**config.mk**
```make
export PLATFORM = sky130hd
export DESIGN_NAME = minmax_peak_pyramid_builder
export DESIGN_NICKNAME = d
export VERILOG_FILES = /design/src/hdl/mmpp_pkg.sv /design/src/hdl/mmpp_window.sv /design/src/hdl/mmpp_fold.sv /design/src/hdl/mmpp_outbuf.sv /design/src/hdl/minmax_peak_pyramid_builder.sv
export SDC_FILE = /design/constraint.sdc
export NUM_CORES = 2
export LEC_CHECK = 0
export BUFFER_PORTS_ARGS = -buffer_cell sky130_fd_sc_hd__buf_2
export CORE_MARGIN = 5
export CORE_UTILIZATION = 40
export DETAILED_ROUTE_END_ITERATION = 7
export PLACE_DENSITY = 0.58
export SYNTH_ARGS = -nofsm -noshare
export SYNTH_HDL_FRONTEND = slang
export SYNTH_SLANG_ARGS = --single-unit
```
**constraint.sdc**
```tcl
create_clock -name clk_i -period 15.1 [get_ports clk_i]
set_input_delay 2.265 -clock clk_i [delete_from_list [all_inputs] [get_ports clk_i]]
set_output_delay 2.265 -clock clk_i [all_outputs]
set_load 0.05 [all_outputs]
```
**src/hdl/mmpp_pkg.sv**
```systemverilog
// ----------------------------------------------------------------------------
// mmpp_pkg
// shared constants and types of the min/max peak pyramid builder
// ----------------------------------------------------------------------------
package mmpp_pkg;

  // frames per level-0 window, level-0 pairs per level-1 pair and so on
  localparam int BASE_STRIDE = 32;
  localparam int FOLD_FACTOR = 32;
  localparam int LEVEL_COUNT = 3;

  localparam int WFILL_W = $clog2(BASE_STRIDE);
  localparam int FFILL_W = $clog2(FOLD_FACTOR);
  localparam int POS_W   = (LEVEL_COUNT > 1) ? $clog2(LEVEL_COUNT) : 1;

  localparam int SAMPLE_W = 24;
  localparam int QVAL_W   = 16;
  localparam int LEVEL_W  = 2;
  localparam int CHAN_W   = 2;

  // channel setting that renders the left channel alone
  localparam logic [CHAN_W-1:0] CHAN_ONE   = 2'd1;
  localparam logic [CHAN_W-1:0] CHAN_RESET = 2'd2;

  typedef logic signed [SAMPLE_W-1:0] sample_t;
  typedef logic signed [QVAL_W-1:0]   qval_t;

  // quantized extremes of both channels
  typedef struct packed {
    qval_t l_lo;
    qval_t l_hi;
    qval_t r_lo;
    qval_t r_hi;
  } pair_t;

  // window stage to fold stage
  typedef struct packed {
    logic  valid;
    logic  close;
    logic  last_frame;
    pair_t pair;
  } stage_t;

  // all results caused by one frame, level k at slot k
  typedef struct packed {
    pair_t [LEVEL_COUNT-1:0] pairs;
    logic  [POS_W-1:0]       last_idx;
  } bundle_t;

endpackage

```
**src/hdl/mmpp_window.sv**
```systemverilog
// ----------------------------------------------------------------------------
// mmpp_window
// per-channel min/max over one base window, quantized to 16 bits on every frame
// ----------------------------------------------------------------------------
module mmpp_window (
  input  logic              clk_i,
  input  logic              rst_ni,
  input  logic              en_i,
  input  logic              valid_i,
  input  mmpp_pkg::sample_t sample_left_i,
  input  mmpp_pkg::sample_t sample_right_i,
  input  logic              final_frame_i,
  output mmpp_pkg::stage_t  stage_o
);
  import mmpp_pkg::*;

  localparam logic [SAMPLE_W-1:0] UNITY_Q22  = 24'd4194304;
  localparam logic [37:0]         ROUND_HALF = 38'd2097152;

  // clamp to +-1, round-half-away(|x| * 32767), restore sign
  function automatic qval_t quantize(input sample_t r);
    logic                neg;
    logic [SAMPLE_W-1:0] mag;
    logic [22:0]         cl;
    logic [37:0]         acc;
    qval_t               qs;
    neg = r[SAMPLE_W-1];
    mag = neg ? (SAMPLE_W'(~r) + 24'd1) : SAMPLE_W'(r);
    cl  = (mag > UNITY_Q22) ? UNITY_Q22[22:0] : mag[22:0];
    // times 32767 as shift and subtract
    acc = {cl, 15'd0} - {15'd0, cl} + ROUND_HALF;
    qs  = {1'b0, acc[36:22]};
    return neg ? -qs : qs;
  endfunction

  logic [WFILL_W-1:0] fill_q, fill_d;
  sample_t            min_q [2];
  sample_t            max_q [2];
  sample_t            min_d [2];
  sample_t            max_d [2];
  sample_t            smp   [2];
  logic               first;
  logic               close;

  // stage register
  logic               stage_valid_q;
  logic               close_q;
  logic               last_frame_q;
  pair_t              pair_q;

  assign stage_o = {stage_valid_q, close_q, last_frame_q, pair_q};

  always_comb begin
    smp[0] = sample_left_i;
    smp[1] = sample_right_i;
    first  = (fill_q == '0);
    for (int ch = 0; ch < 2; ch++) begin
      min_d[ch] = (first || smp[ch] < min_q[ch]) ? smp[ch] : min_q[ch];
      max_d[ch] = (first || smp[ch] > max_q[ch]) ? smp[ch] : max_q[ch];
    end
    close  = final_frame_i || (fill_q == WFILL_W'(BASE_STRIDE - 1));
    fill_d = close ? '0 : fill_q + 1'b1;
  end

  always_ff @(posedge clk_i or negedge rst_ni) begin
    if (!rst_ni) begin
      fill_q        <= '0;
      stage_valid_q <= 1'b0;
    end else if (en_i) begin
      stage_valid_q <= valid_i;
      if (valid_i) begin
        fill_q <= fill_d;
      end
    end
  end

  always_ff @(posedge clk_i) begin
    if (en_i && valid_i) begin
      for (int ch = 0; ch < 2; ch++) begin
        min_q[ch] <= min_d[ch];
        max_q[ch] <= max_d[ch];
      end
      close_q      <= close;
      last_frame_q <= final_frame_i;
      pair_q.l_lo  <= quantize(min_d[0]);
      pair_q.l_hi  <= quantize(max_d[0]);
      pair_q.r_lo  <= quantize(min_d[1]);
      pair_q.r_hi  <= quantize(max_d[1]);
    end
  end

endmodule

```
**src/hdl/mmpp_fold.sv**
```systemverilog
// ----------------------------------------------------------------------------
// mmpp_fold
// folds level-0 pairs into the upper levels and gathers one frame's results
// ----------------------------------------------------------------------------
module mmpp_fold (
  input  logic              clk_i,
  input  logic              rst_ni,
  input  logic              en_i,
  input  mmpp_pkg::stage_t  stage_i,
  output logic              load_o,
  output mmpp_pkg::bundle_t bundle_o
);
  import mmpp_pkg::*;

  logic [LEVEL_COUNT-1:0][FFILL_W-1:0] fill_q, fill_d;
  pair_t                               fold_q [LEVEL_COUNT];
  pair_t                               fold_d [LEVEL_COUNT];

  pair_t carry;
  pair_t nxt;
  logic  go;
  logic  first;

  assign load_o = stage_i.valid && stage_i.close;

  always_comb begin
    fill_d = fill_q;
    for (int lv = 0; lv < LEVEL_COUNT; lv++) begin
      fold_d[lv] = fold_q[lv];
      bundle_o.pairs[lv] = fold_q[lv];
    end
    carry              = stage_i.pair;
    go                 = load_o;
    first              = 1'b0;
    nxt                = stage_i.pair;
    bundle_o.pairs[0]  = stage_i.pair;
    bundle_o.last_idx  = '0;
    // each level only sees a pair when the level below emitted one
    for (int lv = 1; lv < LEVEL_COUNT; lv++) begin
      if (go) begin
        first    = (fill_q[lv] == '0);
        nxt.l_lo = (first || carry.l_lo < fold_q[lv].l_lo) ? carry.l_lo : fold_q[lv].l_lo;
        nxt.l_hi = (first || carry.l_hi > fold_q[lv].l_hi) ? carry.l_hi : fold_q[lv].l_hi;
        nxt.r_lo = (first || carry.r_lo < fold_q[lv].r_lo) ? carry.r_lo : fold_q[lv].r_lo;
        nxt.r_hi = (first || carry.r_hi > fold_q[lv].r_hi) ? carry.r_hi : fold_q[lv].r_hi;
        fold_d[lv] = nxt;
        if (stage_i.last_frame || fill_q[lv] == FFILL_W'(FOLD_FACTOR - 1)) begin
          fill_d[lv]         = '0;
          bundle_o.pairs[lv] = nxt;
          bundle_o.last_idx  = POS_W'(lv);
          carry              = nxt;
        end else begin
          fill_d[lv] = fill_q[lv] + 1'b1;
          go         = 1'b0;
        end
      end
    end
  end

  always_ff @(posedge clk_i or negedge rst_ni) begin
    if (!rst_ni) begin
      fill_q <= '0;
    end else if (en_i) begin
      fill_q <= fill_d;
    end
  end

  always_ff @(posedge clk_i) begin
    if (en_i) begin
      for (int lv = 0; lv < LEVEL_COUNT; lv++) begin
        fold_q[lv] <= fold_d[lv];
      end
    end
  end

`ifndef SYNTH
  // a flushing frame leaves every upper level empty
  assert property (@(posedge clk_i) disable iff (!rst_ni)
    en_i && load_o && stage_i.last_frame |=> fill_q == '0)
    else $error("fold levels not empty after final frame");

  // a flushing frame emits one result per level
  assert property (@(posedge clk_i) disable iff (!rst_ni)
    load_o && stage_i.last_frame |-> bundle_o.last_idx == POS_W'(LEVEL_COUNT - 1))
    else $error("final frame does not flush all levels");
`endif

endmodule

```
**src/hdl/mmpp_outbuf.sv**
```systemverilog
// ----------------------------------------------------------------------------
// mmpp_outbuf
// result register, hands out one frame's results in ascending level order
// ----------------------------------------------------------------------------
module mmpp_outbuf (
  input  logic                        clk_i,
  input  logic                        rst_ni,
  input  logic                        load_i,
  input  mmpp_pkg::bundle_t           bundle_i,
  input  logic                        one_channel_i,
  output logic                        en_o,
  output logic                        out_valid_o,
  input  logic                        out_stall_i,
  output logic [mmpp_pkg::LEVEL_W-1:0] pyramid_level_o,
  output mmpp_pkg::qval_t             left_low_o,
  output mmpp_pkg::qval_t             left_high_o,
  output mmpp_pkg::qval_t             right_low_o,
  output mmpp_pkg::qval_t             right_high_o,
  output logic                        last_of_run_o
);
  import mmpp_pkg::*;

  logic             valid_q;
  logic [POS_W-1:0] pos_q;
  logic [POS_W-1:0] last_q;
  pair_t            pairs_q [LEVEL_COUNT];
  pair_t            cur;
  logic             at_last;

  assign at_last = (pos_q == last_q);
  // upstream moves when the buffer is empty or its last word leaves now
  assign en_o    = !valid_q || (!out_stall_i && at_last);

  always_ff @(posedge clk_i or negedge rst_ni) begin
    if (!rst_ni) begin
      valid_q <= 1'b0;
      pos_q   <= '0;
      last_q  <= '0;
    end else if (en_o && load_i) begin
      valid_q <= 1'b1;
      pos_q   <= '0;
      last_q  <= bundle_i.last_idx;
    end else if (valid_q && !out_stall_i) begin
      if (at_last) begin
        valid_q <= 1'b0;
      end else begin
        pos_q <= pos_q + 1'b1;
      end
    end
  end

  always_ff @(posedge clk_i) begin
    if (en_o && load_i) begin
      for (int lv = 0; lv < LEVEL_COUNT; lv++) begin
        pairs_q[lv] <= bundle_i.pairs[lv];
      end
    end
  end

  assign cur             = pairs_q[pos_q];
  assign out_valid_o     = valid_q;
  assign pyramid_level_o = LEVEL_W'(pos_q);
  assign left_low_o      = cur.l_lo;
  assign left_high_o     = cur.l_hi;
  assign right_low_o     = one_channel_i ? '0 : cur.r_lo;
  assign right_high_o    = one_channel_i ? '0 : cur.r_hi;
  assign last_of_run_o   = at_last;

`ifndef SYNTH
  // the read position never passes the last result of the frame
  assert property (@(posedge clk_i) disable iff (!rst_ni)
    valid_q |-> pos_q <= last_q)
    else $error("result position past last result");

  // a taken word that is not the last keeps the buffer full
  assert property (@(posedge clk_i) disable iff (!rst_ni)
    valid_q && !out_stall_i && !at_last |=> valid_q && pos_q == $past(pos_q) + 1'b1)
    else $error("results of one frame dropped");
`endif

endmodule

```
**src/hdl/minmax_peak_pyramid_builder.sv**
```systemverilog
// ----------------------------------------------------------------------------
// minmax_peak_pyramid_builder
// streaming min/max peak pyramid over stereo Q2.22 audio frames
// ----------------------------------------------------------------------------
// usage
//   input channel: in_valid_i / in_stall_o carry one frame word (two Q2.22
//   samples and a final-frame flag); a word is taken when valid is high and
//   stall is low. output channel: out_valid_o / out_stall_i carry one result
//   word (level, quantized left/right min and max, last_of_run).
//   every 32 frames a level-0 word comes out, every 32 level-0 words also a
//   level-1 word, and so on; a final frame flushes all levels, so it causes
//   one word per level. words of one frame come out in ascending level order
//   and last_of_run marks the last of them.
//   a frame passes the input register, the window stage and the result
//   register before its first result shows on the ports.
//   throughput: one frame per cycle while the output is not stalled and frames
//   cause at most one result; a frame with k results holds the result register
//   until its k words have left, since the output port moves one word per cycle.
//   a stalled output holds its word; the pipeline behind it stops and
//   in_stall_o rises once the input register is full.
//   reset clears all fills, empties the pipeline and sets two channels.
//   cfg_we_i writes active_channels; only write it while the block is idle.
// ----------------------------------------------------------------------------
module minmax_peak_pyramid_builder (
  input  logic                         clk_i,
  input  logic                         rst_ni,
  // configuration
  input  logic                         cfg_we_i,
  input  logic [mmpp_pkg::CHAN_W-1:0]  cfg_wdata_i,
  // frame input
  input  logic                         in_valid_i,
  output logic                         in_stall_o,
  input  mmpp_pkg::sample_t            sample_left_i,
  input  mmpp_pkg::sample_t            sample_right_i,
  input  logic                         final_frame_i,
  // result output
  output logic                         out_valid_o,
  input  logic                         out_stall_i,
  output logic [mmpp_pkg::LEVEL_W-1:0] pyramid_level_o,
  output mmpp_pkg::qval_t              left_low_o,
  output mmpp_pkg::qval_t              left_high_o,
  output mmpp_pkg::qval_t              right_low_o,
  output mmpp_pkg::qval_t              right_high_o,
  output logic                         last_of_run_o
);
  import mmpp_pkg::*;

  // active channel count, anything but one renders both channels
  logic [CHAN_W-1:0] chan_q;

  // input register
  logic    in_valid_q;
  sample_t left_q;
  sample_t right_q;
  logic    final_q;
  logic    in_ready;

  // pipeline advance, driven by the result register
  logic    en;
  stage_t  stage;
  logic    load;
  bundle_t bundle;

  always_ff @(posedge clk_i or negedge rst_ni) begin
    if (!rst_ni) begin
      chan_q <= CHAN_RESET;
    end else if (cfg_we_i) begin
      chan_q <= cfg_wdata_i;
    end
  end

  // the input register takes a word when empty or when it moves on this cycle
  assign in_ready   = !in_valid_q || en;
  assign in_stall_o = !in_ready;

  always_ff @(posedge clk_i or negedge rst_ni) begin
    if (!rst_ni) begin
      in_valid_q <= 1'b0;
    end else if (in_ready) begin
      in_valid_q <= in_valid_i;
    end
  end

  always_ff @(posedge clk_i) begin
    if (in_ready && in_valid_i) begin
      left_q  <= sample_left_i;
      right_q <= sample_right_i;
      final_q <= final_frame_i;
    end
  end

  // window min/max and quantization, registered into the window stage
  mmpp_window u_window (
    .clk_i          (clk_i),
    .rst_ni         (rst_ni),
    .en_i           (en),
    .valid_i        (in_valid_q),
    .sample_left_i  (left_q),
    .sample_right_i (right_q),
    .final_frame_i  (final_q),
    .stage_o        (stage)
  );

  // upper-level folding, gathers all results of the frame
  mmpp_fold u_fold (
    .clk_i    (clk_i),
    .rst_ni   (rst_ni),
    .en_i     (en),
    .stage_i  (stage),
    .load_o   (load),
    .bundle_o (bundle)
  );

  // result register and per-word serializer
  mmpp_outbuf u_outbuf (
    .clk_i           (clk_i),
    .rst_ni          (rst_ni),
    .load_i          (load),
    .bundle_i        (bundle),
    .one_channel_i   (chan_q == CHAN_ONE),
    .en_o            (en),
    .out_valid_o     (out_valid_o),
    .out_stall_i     (out_stall_i),
    .pyramid_level_o (pyramid_level_o),
    .left_low_o      (left_low_o),
    .left_high_o     (left_high_o),
    .right_low_o     (right_low_o),
    .right_high_o    (right_high_o),
    .last_of_run_o   (last_of_run_o)
  );

endmodule
```
# == Word level (Yosys, flattened, before mapping) ==
# Memory sizes are Yosys's and may differ from the RTL's.
# Cells that the tools add are included.
# W data, S select, Z words.
# word_totals
reg_bits,139
mem_bits_rw,480
input_bits,56
out_inout_bits,69
elab_cells,170
memories,4
# memory_table
memory,words,word_bits,rd,rd_clocked_by_memory_dff,write_ports,line_no,rtl
u_fold.fold_q,3,64,2,0,2,mmpp_fold.sv:16,pair_t fold_q [LEVEL_COUNT];
u_outbuf.pairs_q,3,64,1,0,3,mmpp_outbuf.sv:26,pair_t pairs_q [LEVEL_COUNT];
u_window.max_q,2,24,2,0,2,mmpp_window.sv:38,sample_t max_q [2];
u_window.min_q,2,24,2,0,2,mmpp_window.sv:37,sample_t min_q [2];
# op_classes
add_sub_neg,20
magnitude_cmp,16
eq_ne,7
muxes,58
bitwise_logic,4
reduce_logical,39
# ops
op,count
$mux W64,9
$mux W24,8
$mux W16,10
$add A37 B22 Y37 const B,4
$sub A37 B23 Y37,4
$add A24 B1 Y24 const B,4
$gt A24 B23 Y1 const B,4
$not A24 Y24,4
$mux W23,4
$gt A16 B16 Y1,4
$lt A16 B16 Y1,4
$neg A15 Y16,4
$reduce_or A64 Y1,1
$mux W15,4
$gt A24 B24 Y1,2
$lt A24 B24 Y1,2
$logic_or A1 B1 Y1,17
$add A5 B1 Y5 const B,3
$eq A5 B5 Y1 const B,3
$logic_not A5 Y1,3
$mux W5,3
$mux W1,14
$mux W2,6
$reduce_and A2 Y1,6
other kinds (8),17

# == Depth between registers and ports, before layout ==
# An unclocked memory read counts as a cell.
# logic_depth
depth_word,13
mapped_depth,50
depth_no_buf,43

# == Cells and area by module ==
# From an unflattened synthesis, not the netlist that was laid out.
# hier_totals
cells_unflattened,4504
area_unflattened_um2,42911.2
# modules_own_cells
module,n_inst,cells_each,area_per_inst_um2,seq_area_each_um2
mmpp_window,1,2738,21478.1,5014.8
mmpp_fold,1,1226,12199.2,4093.9
mmpp_outbuf,1,481,7619.8,5890.6
minmax_peak_pyramid_builder,1,59,1614.0,1547.7

# == Worst setup path before layout ==
# No wires, ideal clock.
# synth_timing
kind,register to register
startpoint,reg right_q[23]
endpoint,"reg u_window.pair_q, in the netlist u_window.stage_o[14], data pin"
setup_ns,0.269
t_arrival_ns,10.310
t_required_ns,14.831
slack_ns,4.522
path_stages_with_launch,48
n_path_buf,7
period_less_slack_ns,10.578
cell_sequence,edfxtp_1 ha_1 nand4_1 nor4_1 o31ai_1 a31o_2 buf_2 nand2_1 clkbuf_1 clkbuf_1 buf_1 buf_1 nor2_1 a21oi_1 ha_1 clkbuf_1 nand4_1 nor2_1 (+12 left out) ha_1 a21o_1 a21o_1 a21o_1 a221o_1 a21o_1 a21o_1 a21oi_1 nor2_1 or4b_1 o21ai_0 o21ai_1 a21o_1 a2111oi_0 a21oi_1 xor2_1 o31ai_1 xor2_1
# synth_via
elab_chain_len,12
# synth_rtl
item,line_no,rtl
from (decl),minmax_peak_pyramid_builder.sv:54,sample_t right_q;
from (signal assigned),minmax_peak_pyramid_builder.sv:87,right_q <= sample_right_i;
$gt A24 B24 Y1,mmpp_window.sv:59,max_d[ch] = (first || smp[ch] > max_q[ch]) ? smp[ch] : max_q[ch];
$logic_or A1 B1 Y1,mmpp_window.sv:59,
$mux W24 (*),mmpp_window.sv:59,
$not A24 Y24,mmpp_window.sv:28,mag = neg ? (SAMPLE_W'(~r) + 24'd1) : SAMPLE_W'(r);
$add A24 B1 Y24,mmpp_window.sv:28,
$mux W24,mmpp_window.sv:28,
$gt A24 B23 Y1,mmpp_window.sv:29,cl = (mag > UNITY_Q22) ? UNITY_Q22[22:0] : mag[22:0];
$mux W23,mmpp_window.sv:29,
$sub A37 B23 Y37,mmpp_window.sv:31,"acc = {cl, 15'd0} - {15'd0, cl} + ROUND_HALF;"
$add A37 B22 Y37,mmpp_window.sv:31,
$neg A15 Y16,mmpp_window.sv:33,return neg ? -qs : qs;
$mux W15 (*),mmpp_window.sv:33,
to (decl),mmpp_window.sv:49,pair_t pair_q;
# Mark *: on every way between the ends. The rest lies on a longest branch, timed or not.
# A chain may end at the register's enable or synchronous reset.

==> results.yml <==
floorplanning:
  start_util_pct: 40.3
  coreArea_um2: 102000
  row_count: 117
  die_w_um: 330
  die-area_um2: 109000
  ios: 125
  die_y_um: 330
finish:
  fillers: 9900
  area_delta_synth_final_pct: 10.6
  fin_nets: 4812
  drive_above_1_share_pct: 12.4
clock_network:
  cts_sinks: 555
  htree_levels: 3
  tritoncts: "done"
  cts_root_buf: "clkbuf_16"
  cts_resized: 0
  hold_buffers: 0
  clk_latency_ns: 0.63
  numCtsBuffers: 70
  post_cts_buffers: 0
  clkTransAtPathRegs_ns: 0.06
  clock_path_buffers: 3
sta:
  finalSetupViolCount: 0
  final-max-slew-violation-count: 0
  fmax_ghz: 0.0869
  finalSetupTns_ns: 0
  tightest_slew_ns: 1.19
  fin_worst_skew_ns: 0.0349
  period_needed_ns: 11.51
  post-route-period-util_pct: 76.2
  max_slew_margin_pct: 20.3
  rsz0062_at_grt: "false"
  hold_viol_final: 0
logic_synthesis:
  synth_top_family_by_area: "simple AND/OR/NAND/NOR gates"
  yosys.cell_types.count: 114
  synth.area.mux_share_pct: 7.14
  async_flop_share_pct: 4.32
  synth_xor_area_share_pct: 4.69
  avgSynthCellArea_um2: 9.49
  yosys.area_share.adder_pct: 11.3
  synth_flop_cell: "edfxtp_1"
  synth-edff-count: 531
  synthSimpleGateAreaFrac_pct: 15.6
  synth-seq-cells: 555
  seq_area_frac_synth_pct: 40.3
  syn_inst: 4325
  synth_nets: 4752
  netlist_area_um2: 41000
  synth_compound_area_share_pct: 15.3
  yosys_warnings: 0
worst_setup_path:
  cp.arrival_ns: 11.85
  cp.required_ns: 15.44
  worstSetupPathType: "reg2reg"
  cp-end-kind: "register"
  crit_slowest_cell: "edfxtp_1"
  crit_path_start_kind: "register"
  path_max_fanout: 13
  crit_path_frequent_cell: "a21o_1"
  cp_slowest_stage_delay_ns: 0.65
routing:
  antenna_left: 0
  totalWireLength_um: 111000
  dr_total_vias: 31914
  drc_errors: 0
  first_pass_iters: 6
  drt-vias-per-instance: 5.49
  avgRoutedWirePerCell_um: 19.0
  drt-initial-drc-count: 2544
place:
  hpwl_um: 81000
  routabilityCongestion: 0.918
  io_buffers: 124
global_routing:
  gr-usage-met2_pct: 30.8
  met3_usage_pct: 2.89
  overflow: 0
  grt_pass1_wl_um: 174000
  grt.busiest_layer: "met2"
  grt_usage_pct: 19.8
  antenna_found_initial: 2
  grtUsageMet1_pct: 29.4
  grt_pass1_vias: 30455
  grt_max_degree: 106
run_status:
  status: "finished, final reports clean"
worst_hold_path:
  hold_class: "reg2reg"
job:
  cap_viol_max_count: 0
==> stage by stage <==
stage	util (%)	cell area [µm²]	worst slack, ns	hold slack (ns)	std cells
floorplan	-	41000	4.52	0.427	4325
global placement	42.2	43000	4.00	0.484	5681
detailed placement	42.2	43000	3.79	0.491	5681
CTS	44.5	45400	3.75	0.505	5806
global route	44.5	45400	2.84	0.532	5806
finish	44.5	45400	3.59	0.504	5808
==> synth_stat cells, types with 37 or more instances <==
cell type,count,area [µm²]
a21o_1,70,526
a21oi_1,306,1530
a31oi_1,37,231
clkbuf_1,144,541
edfxtp_1,531,15900
ha_1,371,4640
inv_1,414,1550
mux2_2,151,1700
mux2i_1,118,1180
nand2_1,353,1330
nand2b_1,69,432
nand3_1,84,420
nand4_1,70,438
nor2_1,398,1490
nor3_1,85,425
nor4_1,40,250
o21a_1,43,323
o21ai_0,246,1230
xnor2_1,147,1290
xor2_1,71,622
==> state kept, by name, summed over array words and instances, names as in the netlist, 2 cells and up <==
register	count
u_window.max_q	48
u_fold.fold_q	128
u_outbuf.pyramid_level_o	2
left_q	24
u_window.stage_o	64
u_outbuf.pairs_q	192
u_fold.fill_q	10
u_window.min_q	48
u_window.fill_q	5
chan_q	2
right_q	24
u_outbuf.last_q	2
==> layout by cell type, fill, tap and decap left out, types with 85 or more instances in the layout <==
cell type,count
inv_1,413
a21oi_1,306
o21ai_0,246
nor2_1,395
edfxtp_1,531
mux2i_1,118
xnor2_1,147
nand2_1,352
buf_2,124
mux2_2,151
ha_1,371
nor3_1,85
==> cells by family (layout without fill, tap and decap cells) <==
family	count (synthesis)	in the layout
AOI/OAI and AO/OA	993	993
xor gates and xnor gates	219	219
adders and majority gates	371	371
buffers and inverters	598	711
DFF	555	555
muxes	273	273
other	0	2
and+or+nand+nor	1316	1316
==> layer usage <==
| layer | wire length [µm] | share of wire (%) | vias to the layer above |
|---|---|---|---|
| li1 | - | - | 15807 |
| met1 | 54300 | 49 | 15153 |
| met2 | 48000 | 43 | 828 |
| met3 | 6220 | 5.6 | 126 |
| met4 | 1990 | 1.8 | 0 |
| met5 | 0 | 0 | - |
==> critical path, delay by kind of cell (launching register included) <==
kind	cells	cell delay (ns)
flip-flops	1	0.65
AO/OA/AOI/OAI	22	5.53
adder cells (fa/ha/maj)	4	1.46
AND/OR/NAND/NOR	11	2.55
XOR/XNOR	3	0.58
buffers and inverters	2	0.46
==> area by class of cell <==
class | instances | area, µm² | area share, %
tap | 1368 | 1710 | 3.77
multi-input combinational | 3172 | 22200 | 49.0
antenna | 2 | 5.00 | 0.0110
timing repair buffer | 167 | 943 | 2.08
clock buffer | 83 | 1850 | 4.08
inverter | 419 | 1590 | 3.50
sequential | 555 | 16600 | 36.5
clock inverter | 42 | 505 | 1.11
==> final timing paths <==
path / depth (start not counted) / endpoint / slack [ns] / from
max: 42 / u_window.stage_o[14] / 3.59 / u_window.max_q[0][47]
max reg2reg: 42 / u_window.stage_o[14] / 3.59 / u_window.max_q[0][47]
min: 0 / u_outbuf.pairs_q[0][28] / 0.50 / u_window.stage_o[28]
min reg2reg: 0 / u_outbuf.pairs_q[0][28] / 0.50 / u_window.stage_o[28]
max in group asynchronous: 1 / u_outbuf.pyramid_level_o[0] / 12.94 / rst_ni
min in group asynchronous: 1 / in_valid_q / 1.65 / rst_ni
Power is left out: the tool's default activity adds up to more than one toggle a clock period on the data nets, which glitch-free logic cannot reach.
